## config.mk

```make
export PLATFORM = sky130hd
export DESIGN_NAME = first_fit_hole_allocator_flat
export DESIGN_NICKNAME = d
export VERILOG_FILES = /design/src/hdl/ffha_pkg.sv /design/src/hdl/ffha_ifs.sv /design/src/hdl/ffha_front.sv /design/src/hdl/ffha_fifo.sv /design/src/hdl/ffha_back.sv /design/src/hdl/first_fit_hole_allocator.sv /design/src/flat_wrapper.sv
export SDC_FILE = /design/constraint.sdc
export NUM_CORES = 2
export LEC_CHECK = 0
export BUFFER_PORTS_ARGS = -buffer_cell sky130_fd_sc_hd__buf_2
export CAP_MARGIN = 40
export CORE_AREA = 5 5 329 235
export CTS_CLUSTER_SIZE = 16
export DETAILED_ROUTE_END_ITERATION = 8
export DIE_AREA = 0 0 334 240
export SLEW_MARGIN = 15
export SYNTH_ARGS = -nofsm -noshare
export SYNTH_HDL_FRONTEND = slang
export SYNTH_SLANG_ARGS = --single-unit
```

## constraint.sdc

```tcl
create_clock -name clk -period 5.1 [get_ports clk]
set_clock_uncertainty 0.1 [all_clocks]
set_input_delay 0.255 -clock clk [delete_from_list [all_inputs] [get_ports clk]]
set_output_delay 0.255 -clock clk [all_outputs]
set_load 0.01 [all_outputs]
```

## src/hdl/ffha_pkg.sv

```systemverilog
// ----------------------------------------------------------------------------
// ffha_pkg
// Shared types and constants of the first-fit hole allocator.
// ----------------------------------------------------------------------------
package ffha_pkg;

    localparam int NUM_HOLES_DEF = 16;
    localparam int HC_W          = 5;
    localparam int HOLE_W        = 4;
    localparam int SIZE_W        = 16;

    localparam logic [HC_W-1:0] HOLE_COUNT_RESET = 5'd16;

    localparam int Q_DEPTH = 2;
    localparam int Q_PTR_W = 1;
    localparam int Q_CNT_W = 2;

    typedef enum logic
    {
        OP_LOAD = 1'b0,
        OP_REQ  = 1'b1
    } op_t;

    typedef enum logic [1:0]
    {
        CMD_LOAD  = 2'd0,
        CMD_SKIP  = 2'd1,
        CMD_ALLOC = 2'd2,
        CMD_WAIT  = 2'd3
    } cmd_kind_t;

    typedef struct packed
    {
        cmd_kind_t          kind;
        logic [HOLE_W-1:0]  hole_index;
        logic [SIZE_W-1:0]  size_kb;
    } cmd_t;

    typedef struct packed
    {
        logic full;
        logic empty;
    } q_stat_t;

    typedef enum logic
    {
        BK_IDLE = 1'b0,
        BK_EVAL = 1'b1
    } back_state_t;

endpackage

```

## src/hdl/ffha_ifs.sv

```systemverilog
// ----------------------------------------------------------------------------
// ffha_ifs
// Request and response channels with valid/ready handshake.
// ----------------------------------------------------------------------------
interface ffha_req_if
    import ffha_pkg::*;
();
    logic              valid;
    logic              ready;
    logic              op;
    logic [HOLE_W-1:0] hole_index;
    logic [SIZE_W-1:0] size_kb;

    modport source (output valid, output op, output hole_index, output size_kb,
                    input ready);
    modport sink   (input valid, input op, input hole_index, input size_kb,
                    output ready);
endinterface

interface ffha_rsp_if
    import ffha_pkg::*;
();
    logic              valid;
    logic              ready;
    logic              granted;
    logic [HOLE_W-1:0] chosen_hole;
    logic [SIZE_W-1:0] remaining_kb;

    modport source (output valid, output granted, output chosen_hole,
                    output remaining_kb, input ready);
    modport sink   (input valid, input granted, input chosen_hole,
                    input remaining_kb, output ready);
endinterface

```

## src/hdl/ffha_front.sv

```systemverilog
// ----------------------------------------------------------------------------
// ffha_front
// Accepts request transactions, holds the hole count and classifies items.
// ----------------------------------------------------------------------------
module ffha_front
    import ffha_pkg::*;
#(
    parameter int NUM_HOLES = NUM_HOLES_DEF,
    parameter int LIM_W     = $clog2(NUM_HOLES + 1)
)
(
    input  logic               clk,
    input  logic               rst_n,
    input  logic               cfg_we,
    input  logic [HC_W-1:0]    cfg_wdata,
    ffha_req_if.sink           req,
    input  q_stat_t            q_stat,
    output logic               push,
    output cmd_t               push_cmd,
    output logic [LIM_W-1:0]   limit
);

    logic [HC_W-1:0] hole_count_reg;

    always_ff @(posedge clk or negedge rst_n)
    begin
        if (!rst_n)
            hole_count_reg <= HOLE_COUNT_RESET;
        else if (cfg_we)
            hole_count_reg <= cfg_wdata;
    end

    // A count above the table size searches the whole table.
    assign limit = (32'(hole_count_reg) > NUM_HOLES) ? LIM_W'(NUM_HOLES)
                                                     : LIM_W'(hole_count_reg);

    assign req.ready = !q_stat.full;
    assign push      = req.valid && !q_stat.full;

    always_comb
    begin
        push_cmd.hole_index = req.hole_index;
        push_cmd.size_kb    = req.size_kb;
        if (req.op == OP_REQ)
            push_cmd.kind = (limit == '0) ? CMD_WAIT : CMD_ALLOC;
        else
            push_cmd.kind = (32'(req.hole_index) < NUM_HOLES) ? CMD_LOAD : CMD_SKIP;
    end

endmodule

```

## src/hdl/ffha_fifo.sv

```systemverilog
// ----------------------------------------------------------------------------
// ffha_fifo
// Short command queue between the front and the back.
// ----------------------------------------------------------------------------
module ffha_fifo
    import ffha_pkg::*;
(
    input  logic    clk,
    input  logic    rst_n,
    input  logic    push,
    input  cmd_t    push_cmd,
    input  logic    pop,
    output cmd_t    head,
    output q_stat_t q_stat
);

    cmd_t               mem_reg [Q_DEPTH];
    logic [Q_PTR_W-1:0] wr_ptr_reg;
    logic [Q_PTR_W-1:0] rd_ptr_reg;
    logic [Q_CNT_W-1:0] cnt_reg;
    logic [Q_CNT_W-1:0] cnt_next;

    always_ff @(posedge clk)
    begin
        if (push)
            mem_reg[wr_ptr_reg] <= push_cmd;
    end

    always_comb
    begin
        cnt_next = cnt_reg;
        if (push && !pop)
            cnt_next = cnt_reg + 1'b1;
        else if (pop && !push)
            cnt_next = cnt_reg - 1'b1;
    end

    always_ff @(posedge clk or negedge rst_n)
    begin
        if (!rst_n)
        begin
            wr_ptr_reg <= '0;
            rd_ptr_reg <= '0;
            cnt_reg    <= '0;
        end
        else
        begin
            if (push)
                wr_ptr_reg <= wr_ptr_reg + 1'b1;
            if (pop)
                rd_ptr_reg <= rd_ptr_reg + 1'b1;
            cnt_reg <= cnt_next;
        end
    end

    assign head         = mem_reg[rd_ptr_reg];
    assign q_stat.full  = (cnt_reg == Q_CNT_W'(Q_DEPTH));
    assign q_stat.empty = (cnt_reg == '0);

    no_push_when_full: assert property (@(posedge clk) disable iff (!rst_n)
        push |-> cnt_reg != Q_CNT_W'(Q_DEPTH))
        else $error("queue written while full");

    no_pop_when_empty: assert property (@(posedge clk) disable iff (!rst_n)
        pop |-> cnt_reg != '0)
        else $error("queue read while empty");

endmodule

```

## src/hdl/ffha_back.sv

```systemverilog
// ----------------------------------------------------------------------------
// ffha_back
// Hole table cells, first-fit search and update, and the response register.
// ----------------------------------------------------------------------------
module ffha_back
    import ffha_pkg::*;
#(
    parameter int NUM_HOLES = NUM_HOLES_DEF,
    parameter int LIM_W     = $clog2(NUM_HOLES + 1)
)
(
    input  logic               clk,
    input  logic               rst_n,
    input  cmd_t               head,
    input  q_stat_t            q_stat,
    input  logic [LIM_W-1:0]   limit,
    output logic               pop,
    ffha_rsp_if.source         rsp
);

    back_state_t            state_reg;
    back_state_t            state_next;
    cmd_t                   cmd_reg;
    logic [NUM_HOLES-1:0]   fit_reg;
    logic [NUM_HOLES-1:0]   fit_next;
    logic [NUM_HOLES-1:0]   lane_en;
    logic [NUM_HOLES-1:0]   pick;
    logic [SIZE_W-1:0]      hole_reg  [NUM_HOLES];
    logic [SIZE_W-1:0]      hole_next [NUM_HOLES];
    logic [SIZE_W-1:0]      diff      [NUM_HOLES];
    logic [SIZE_W-1:0]      remaining;
    logic [HOLE_W-1:0]      chosen;
    logic                   fire;
    logic                   out_free;

    logic                   out_valid_reg;
    logic                   granted_reg;
    logic [HOLE_W-1:0]      chosen_reg;
    logic [SIZE_W-1:0]      remaining_reg;

    assign out_free = !out_valid_reg || rsp.ready;

    always_comb
    begin
        state_next = state_reg;
        unique case (state_reg)
            BK_IDLE: if (!q_stat.empty) state_next = BK_EVAL;
            BK_EVAL: if (out_free)      state_next = BK_IDLE;
            default: state_next = BK_IDLE;
        endcase
    end

    always_comb
    begin
        pop  = 1'b0;
        fire = 1'b0;
        unique case (state_reg)
            BK_IDLE: pop  = !q_stat.empty;
            BK_EVAL: fire = out_free;
            default: ;
        endcase
    end

    // Each cell compares its own free size against the queued request.
    always_comb
    begin
        for (int i = 0; i < NUM_HOLES; i++)
        begin
            lane_en[i]  = (32'(limit) > i);
            fit_next[i] = lane_en[i] && (head.kind == CMD_ALLOC) &&
                          (head.size_kb <= hole_reg[i]);
        end
    end

    // The lowest set bit of the fit mask is the first fitting hole.
    assign pick = fit_reg & (~fit_reg + 1'b1);

    always_comb
    begin
        remaining = '0;
        chosen    = '0;
        for (int i = 0; i < NUM_HOLES; i++)
        begin
            diff[i] = hole_reg[i] - cmd_reg.size_kb;
            if (pick[i])
            begin
                remaining = remaining | diff[i];
                chosen    = chosen | HOLE_W'(i);
            end
        end
    end

    always_comb
    begin
        for (int i = 0; i < NUM_HOLES; i++)
        begin
            hole_next[i] = hole_reg[i];
            if (fire)
            begin
                if (cmd_reg.kind == CMD_LOAD && 32'(cmd_reg.hole_index) == i)
                    hole_next[i] = cmd_reg.size_kb;
                else if (pick[i])
                    hole_next[i] = diff[i];
            end
        end
    end

    always_ff @(posedge clk or negedge rst_n)
    begin
        if (!rst_n)
        begin
            for (int i = 0; i < NUM_HOLES; i++)
                hole_reg[i] <= '0;
        end
        else
        begin
            for (int i = 0; i < NUM_HOLES; i++)
                hole_reg[i] <= hole_next[i];
        end
    end

    always_ff @(posedge clk or negedge rst_n)
    begin
        if (!rst_n)
        begin
            state_reg     <= BK_IDLE;
            fit_reg       <= '0;
            out_valid_reg <= 1'b0;
        end
        else
        begin
            state_reg <= state_next;
            if (pop)
                fit_reg <= fit_next;
            if (fire)
                out_valid_reg <= 1'b1;
            else if (rsp.ready)
                out_valid_reg <= 1'b0;
        end
    end

    always_ff @(posedge clk)
    begin
        if (pop)
            cmd_reg <= head;
        if (fire)
        begin
            granted_reg   <= |pick;
            chosen_reg    <= chosen;
            remaining_reg <= remaining;
        end
    end

    assign rsp.valid        = out_valid_reg;
    assign rsp.granted      = granted_reg;
    assign rsp.chosen_hole  = chosen_reg;
    assign rsp.remaining_kb = remaining_reg;

    fit_within_limit: assert property (@(posedge clk) disable iff (!rst_n)
        state_reg == BK_EVAL |-> (fit_reg & ~lane_en) == '0)
        else $error("fit mask covers a hole outside the searched range");

    idle_response_zero: assert property (@(posedge clk) disable iff (!rst_n)
        out_valid_reg && !granted_reg |-> chosen_reg == '0 && remaining_reg == '0)
        else $error("response without a grant carries nonzero fields");

endmodule

```

## src/hdl/first_fit_hole_allocator.sv

```systemverilog
// Each request passes the queue, the fit mask and command registers and the response register.
// The hole cells take a new item only once the last one's result enters the response register.
// Input transactions are taken while the two-entry queue has room, even when a result waits.
// Reset clears every hole to zero and sets the hole count to 16; no clearing pass is needed.
// ----------------------------------------------------------------------------
// first_fit_hole_allocator
// First-fit allocator over a table of free hole sizes with load and request items.
// ----------------------------------------------------------------------------
module first_fit_hole_allocator
    import ffha_pkg::*;
#(
    parameter int NUM_HOLES = NUM_HOLES_DEF
)
(
    input  logic            clk,
    input  logic            rst_n,
    input  logic            cfg_we,
    input  logic [HC_W-1:0] cfg_wdata,
    ffha_req_if.sink        req,
    ffha_rsp_if.source      rsp
);

    localparam int LIM_W = $clog2(NUM_HOLES + 1);

    logic             push;
    logic             pop;
    cmd_t             push_cmd;
    cmd_t             head;
    q_stat_t          q_stat;
    logic [LIM_W-1:0] limit;

    ffha_front #(
        .NUM_HOLES (NUM_HOLES),
        .LIM_W     (LIM_W)
    ) u_front (
        .clk       (clk),
        .rst_n     (rst_n),
        .cfg_we    (cfg_we),
        .cfg_wdata (cfg_wdata),
        .req       (req),
        .q_stat    (q_stat),
        .push      (push),
        .push_cmd  (push_cmd),
        .limit     (limit)
    );

    ffha_fifo u_fifo (
        .clk      (clk),
        .rst_n    (rst_n),
        .push     (push),
        .push_cmd (push_cmd),
        .pop      (pop),
        .head     (head),
        .q_stat   (q_stat)
    );

    ffha_back #(
        .NUM_HOLES (NUM_HOLES),
        .LIM_W     (LIM_W)
    ) u_back (
        .clk    (clk),
        .rst_n  (rst_n),
        .head   (head),
        .q_stat (q_stat),
        .limit  (limit),
        .pop    (pop),
        .rsp    (rsp)
    );

endmodule
```

## src/flat_wrapper.sv

```systemverilog
// flat-port wrapper written by rule: the top's interface ports become plain ports
module first_fit_hole_allocator_flat import ffha_pkg::*;
#(
    parameter int NUM_HOLES = NUM_HOLES_DEF
)
  (clk, rst_n, cfg_we, cfg_wdata, req_valid, req_op, req_hole_index, req_size_kb, req_ready, rsp_valid, rsp_granted, rsp_chosen_hole, rsp_remaining_kb, rsp_ready);
  ffha_req_if req_i ();
  ffha_rsp_if rsp_i ();
  input  logic clk;
  input  logic rst_n;
  input  logic cfg_we;
  input  logic [HC_W-1:0] cfg_wdata;
  input wire logic [$bits(req_i.valid)-1:0] req_valid;
  input wire logic [$bits(req_i.op)-1:0] req_op;
  input wire logic [$bits(req_i.hole_index)-1:0] req_hole_index;
  input wire logic [$bits(req_i.size_kb)-1:0] req_size_kb;
  output wire logic [$bits(req_i.ready)-1:0] req_ready;
  output wire logic [$bits(rsp_i.valid)-1:0] rsp_valid;
  output wire logic [$bits(rsp_i.granted)-1:0] rsp_granted;
  output wire logic [$bits(rsp_i.chosen_hole)-1:0] rsp_chosen_hole;
  output wire logic [$bits(rsp_i.remaining_kb)-1:0] rsp_remaining_kb;
  input wire logic [$bits(rsp_i.ready)-1:0] rsp_ready;
  assign req_i.valid = req_valid;
  assign req_i.op = req_op;
  assign req_i.hole_index = req_hole_index;
  assign req_i.size_kb = req_size_kb;
  assign req_ready = req_i.ready;
  assign rsp_valid = rsp_i.valid;
  assign rsp_granted = rsp_i.granted;
  assign rsp_chosen_hole = rsp_i.chosen_hole;
  assign rsp_remaining_kb = rsp_i.remaining_kb;
  assign rsp_i.ready = rsp_ready;
  first_fit_hole_allocator #(.NUM_HOLES(NUM_HOLES)) u_core (.clk(clk), .rst_n(rst_n), .cfg_we(cfg_we), .cfg_wdata(cfg_wdata), .req(req_i), .rsp(rsp_i));
endmodule
```

==> flow_summary_export.csv <==
group,metric,value,unit
sta,fmax,210,MHz
global_route,grt_pass1_vias,31700,
detailed_routing,drc,0,
critical_path,rrSetupSlack,0.34,ns
floorplan,dieWidth,334,µm
clocking,clk_latency,0.64,ns
final_layout,drive_above_1_share,8.80,%
synthesis,yosys.area.top_type,"dfrtp_1",
critical_path,cp.required,5.35,ns
sta,slew_viol_final,0,
clocking,cts_root_buf,"clkbuf_16",
synthesis,syn_inst,4302,
floorplan,io-pin-count,54,
sta,period_minus_slack,4.76,ns
sta,finalHoldViolCount,0,
clocking,post_cts_buffers,0,
global_route,grt_max_degree,84,
critical_path,r2r_end,"u_core.u_back.rsp.remaining_kb[9]$_DFFE_PP_",
synthesis,yosysTopAreaCellShare,19.7,%
critical_path,path_max_fanout,8,
critical_path,path_class,"register to register",
final_layout,utilization,53.9,%
synthesis,synth-edff-count,87,
placed_design,dp_hpwl,128000,µm
global_route,grt_pass1_wl,236000,µm
run,maxCapViolations,0,
synthesis,avgSynthCellArea,8.31,µm²
sta,fin_crit_sh,93.3,%
placed_design,gp_congestion,1.10,
global_route,antenna_found_initial,14,
critical_path,r2r_start,"u_core.u_back.cmd_reg[1]$_DFFE_PP_",
clocking,cts_tree,"yes",
critical_path,crit_path_end_kind,"register",
final_layout,syn2layout_area_growth,11.6,%
floorplan,dieArea,0.0802,mm²
clocking,clk_pin_slew,0.07,ns
critical_path,reg2regPathDepth,12,
clocking,cts_resized,0,
clocking,cts_hold_buffers,34,
synthesis,synth_area_leaders,"dfrtp_1, ha_1, edfxtp_1",
synthesis,synth_flop_cell,"dfrtp_1",
clocking,cts-buffers-inserted,45,
global_route,grt_usage,40.8,%
sta,tightest_slew,0.994,ns
global_route,grt.overflow.total,0,
synthesis,async_flop_share,76.5,%
detailed_routing,routed_via_density,6.57,
floorplan,core_area,0.0740,mm²
synthesis,netlist_area,0.0358,mm²
clocking,cts.path.max_buffers,3,
final_layout,largest_register_ffs,256,
placed_design,io_buffers,53,
final_layout,nets,4986,
synthesis,syn_nets,4847,
sta,slew_headroom,33.7,%
detailed_routing,vias,36000,
sta,setup_tns,0,ns
critical_path,critPathLaunchType,"register",
sta,final-setup-viol-count,0,
synthesis,ys.warnings.count,0,
synthesis,yosysSeqAreaShare,27.1,%
critical_path,cp.arrival,5.01,ns
detailed_routing,drt_iter0_markers,5570,
sta,rsz0062_at_grt,"no",
status,status,"complete, no violations",
detailed_routing,wl,168000,µm
clocking,cts_max_level,2,
synthesis,yosysUniqueCellTypes,99,
floorplan,die_h,240,µm
floorplan,rows,84,
floorplan,start_util,48.3,%
synthesis,synth_seq_cells,370,
clocking,numClockSinks,370,
worst_hold_path,hold_class,"input pin to async pin",
detailed_routing,drtAntennaViolNets,0,
detailed_routing,drt-pass1-iter-count,9,
detailed_routing,wl_per_cell,30.7,µm
## worst max path at each step
stage,end,from,slack [ns]
2_1_floorplan,u_core.u_back.rsp.remaining_kb[12]$_DFFE_PP_,u_core.u_back.cmd_reg[1]$_DFFE_PP_,0.94
3_3_place_gp,u_core.u_back.rsp.remaining_kb[15]$_DFFE_PP_,u_core.u_back.cmd_reg[1]$_DFFE_PP_,0.63
3_5_place_dp,u_core.u_back.rsp.remaining_kb[9]$_DFFE_PP_,u_core.u_back.cmd_reg[1]$_DFFE_PP_,0.65
4_1_cts,u_core.u_back.rsp.remaining_kb[9]$_DFFE_PP_,u_core.u_back.cmd_reg[1]$_DFFE_PP_,0.61
5_1_grt,u_core.u_back.rsp.remaining_kb[9]$_DFFE_PP_,u_core.u_back.cmd_reg[1]$_DFFE_PP_,0.35
6_report,u_core.u_back.rsp.remaining_kb[9]$_DFFE_PP_,u_core.u_back.cmd_reg[1]$_DFFE_PP_,0.34
## Yosys cell counts (14+ instances only)
master / count
o31ai_1: 22
o21bai_1: 14
a22oi_1: 40
nor2b_1: 80
xnor2_1: 122
nor3_1: 87
a31oi_1: 69
a21o_1: 91
o31a_1: 18
a211oi_1: 64
o21ai_0: 236
and3_1: 33
nand2_1: 334
nand3_1: 64
or3_1: 27
o211ai_1: 44
a21oi_1: 417
nand4_1: 63
a211o_1: 14
ha_1: 498
o2111ai_1: 18
and2_1: 18
o22ai_1: 37
edfxtp_1: 87
xor2_1: 67
dfrtp_1: 282
inv_1: 310
nor4_1: 24
mux2i_1: 69
o221ai_1: 14
o21ai_1: 32
o21a_1: 110
nor2_1: 412
a221oi_1: 15
nand2b_1: 55
fa_1: 16
buf_2: 23
mux2_2: 35
clkbuf_1: 135
## per-layer routing
metal  vias to the layer above  GRT usage [%]  part of all wire (%)
met3                       430           14.8                    15
li1                      16100              -                     -
met1                     17000           60.1                    43
met5                         -              0                 0.093
met2                      2401           53.5                    37
met4                        22           16.1                   4.9
## metrics by stage
step	hold WS, ns	worst slack [ns]	instances	instance area, µm²
detailed placement	0.193	0.649	5341	38000
global route	0.161	0.354	5467	39900
floorplan	-0.141	0.939	4302	35800
CTS	0.122	0.607	5459	39800
finish	0.0866	0.342	5477	39900
global placement	0.172	0.634	5326	37900
## layout by cell type, fill, tap and decap left out, drive strengths merged, types with 55 or more instances in the layout
cell type / Yosys / layout
mux2i: 69 / 69
ha: 498 / 498
xnor2: 122 / 122
nor2: 412 / 412
buf: 29 / 218
nand2: 334 / 334
clkbuf: 135 / 68
o21a: 110 / 110
nand4: 63 / 63
inv: 310 / 312
nand2b: 55 / 55
nor3: 88 / 88
xor2: 67 / 67
nor2b: 80 / 80
edfxtp: 87 / 87
a31oi: 70 / 70
dfrtp: 282 / 282
a21oi: 419 / 419
nand3: 64 / 64
o21ai: 268 / 268
a211oi: 64 / 64
a21o: 92 / 92
## cell type report
type | count | area, µm²
diodes | 10 | 25.0
clock buffers | 64 | 1270
clock inverters | 20 | 175
fillers | 6981 | 34100
inverters | 315 | 1180
multi-input cells | 3453 | 24300
flip-flops and latches | 370 | 9700
well taps | 989 | 1240
repair buffers | 256 | 2010
## kinds of logic after synthesis
kind of cell / share of synthesized area (%)
compound gates: 24.9
simple gates: 16.8
buf+inv: 5.14
fa+ha+maj: 18.3
xor+xnor: 4.63
mux: 3.06
flops: 27.1
## worst max-delay path: stages (launching register included)
cell and delay (ns):
edfxtp_1 0.43, inv_1 0.59, buf_4 0.36, ha_1 0.26
nor2b_1 0.14, o31a_1 0.27, o31a_1 0.30, nor3_1 0.25
nor3_1 0.14, a221o_1 0.38, nor4b_1 0.75, and3_1 0.37
nand4_1 0.13
Power is not shown: default switching activity piles up to over one toggle a cycle in this logic, so the estimate is an artifact.
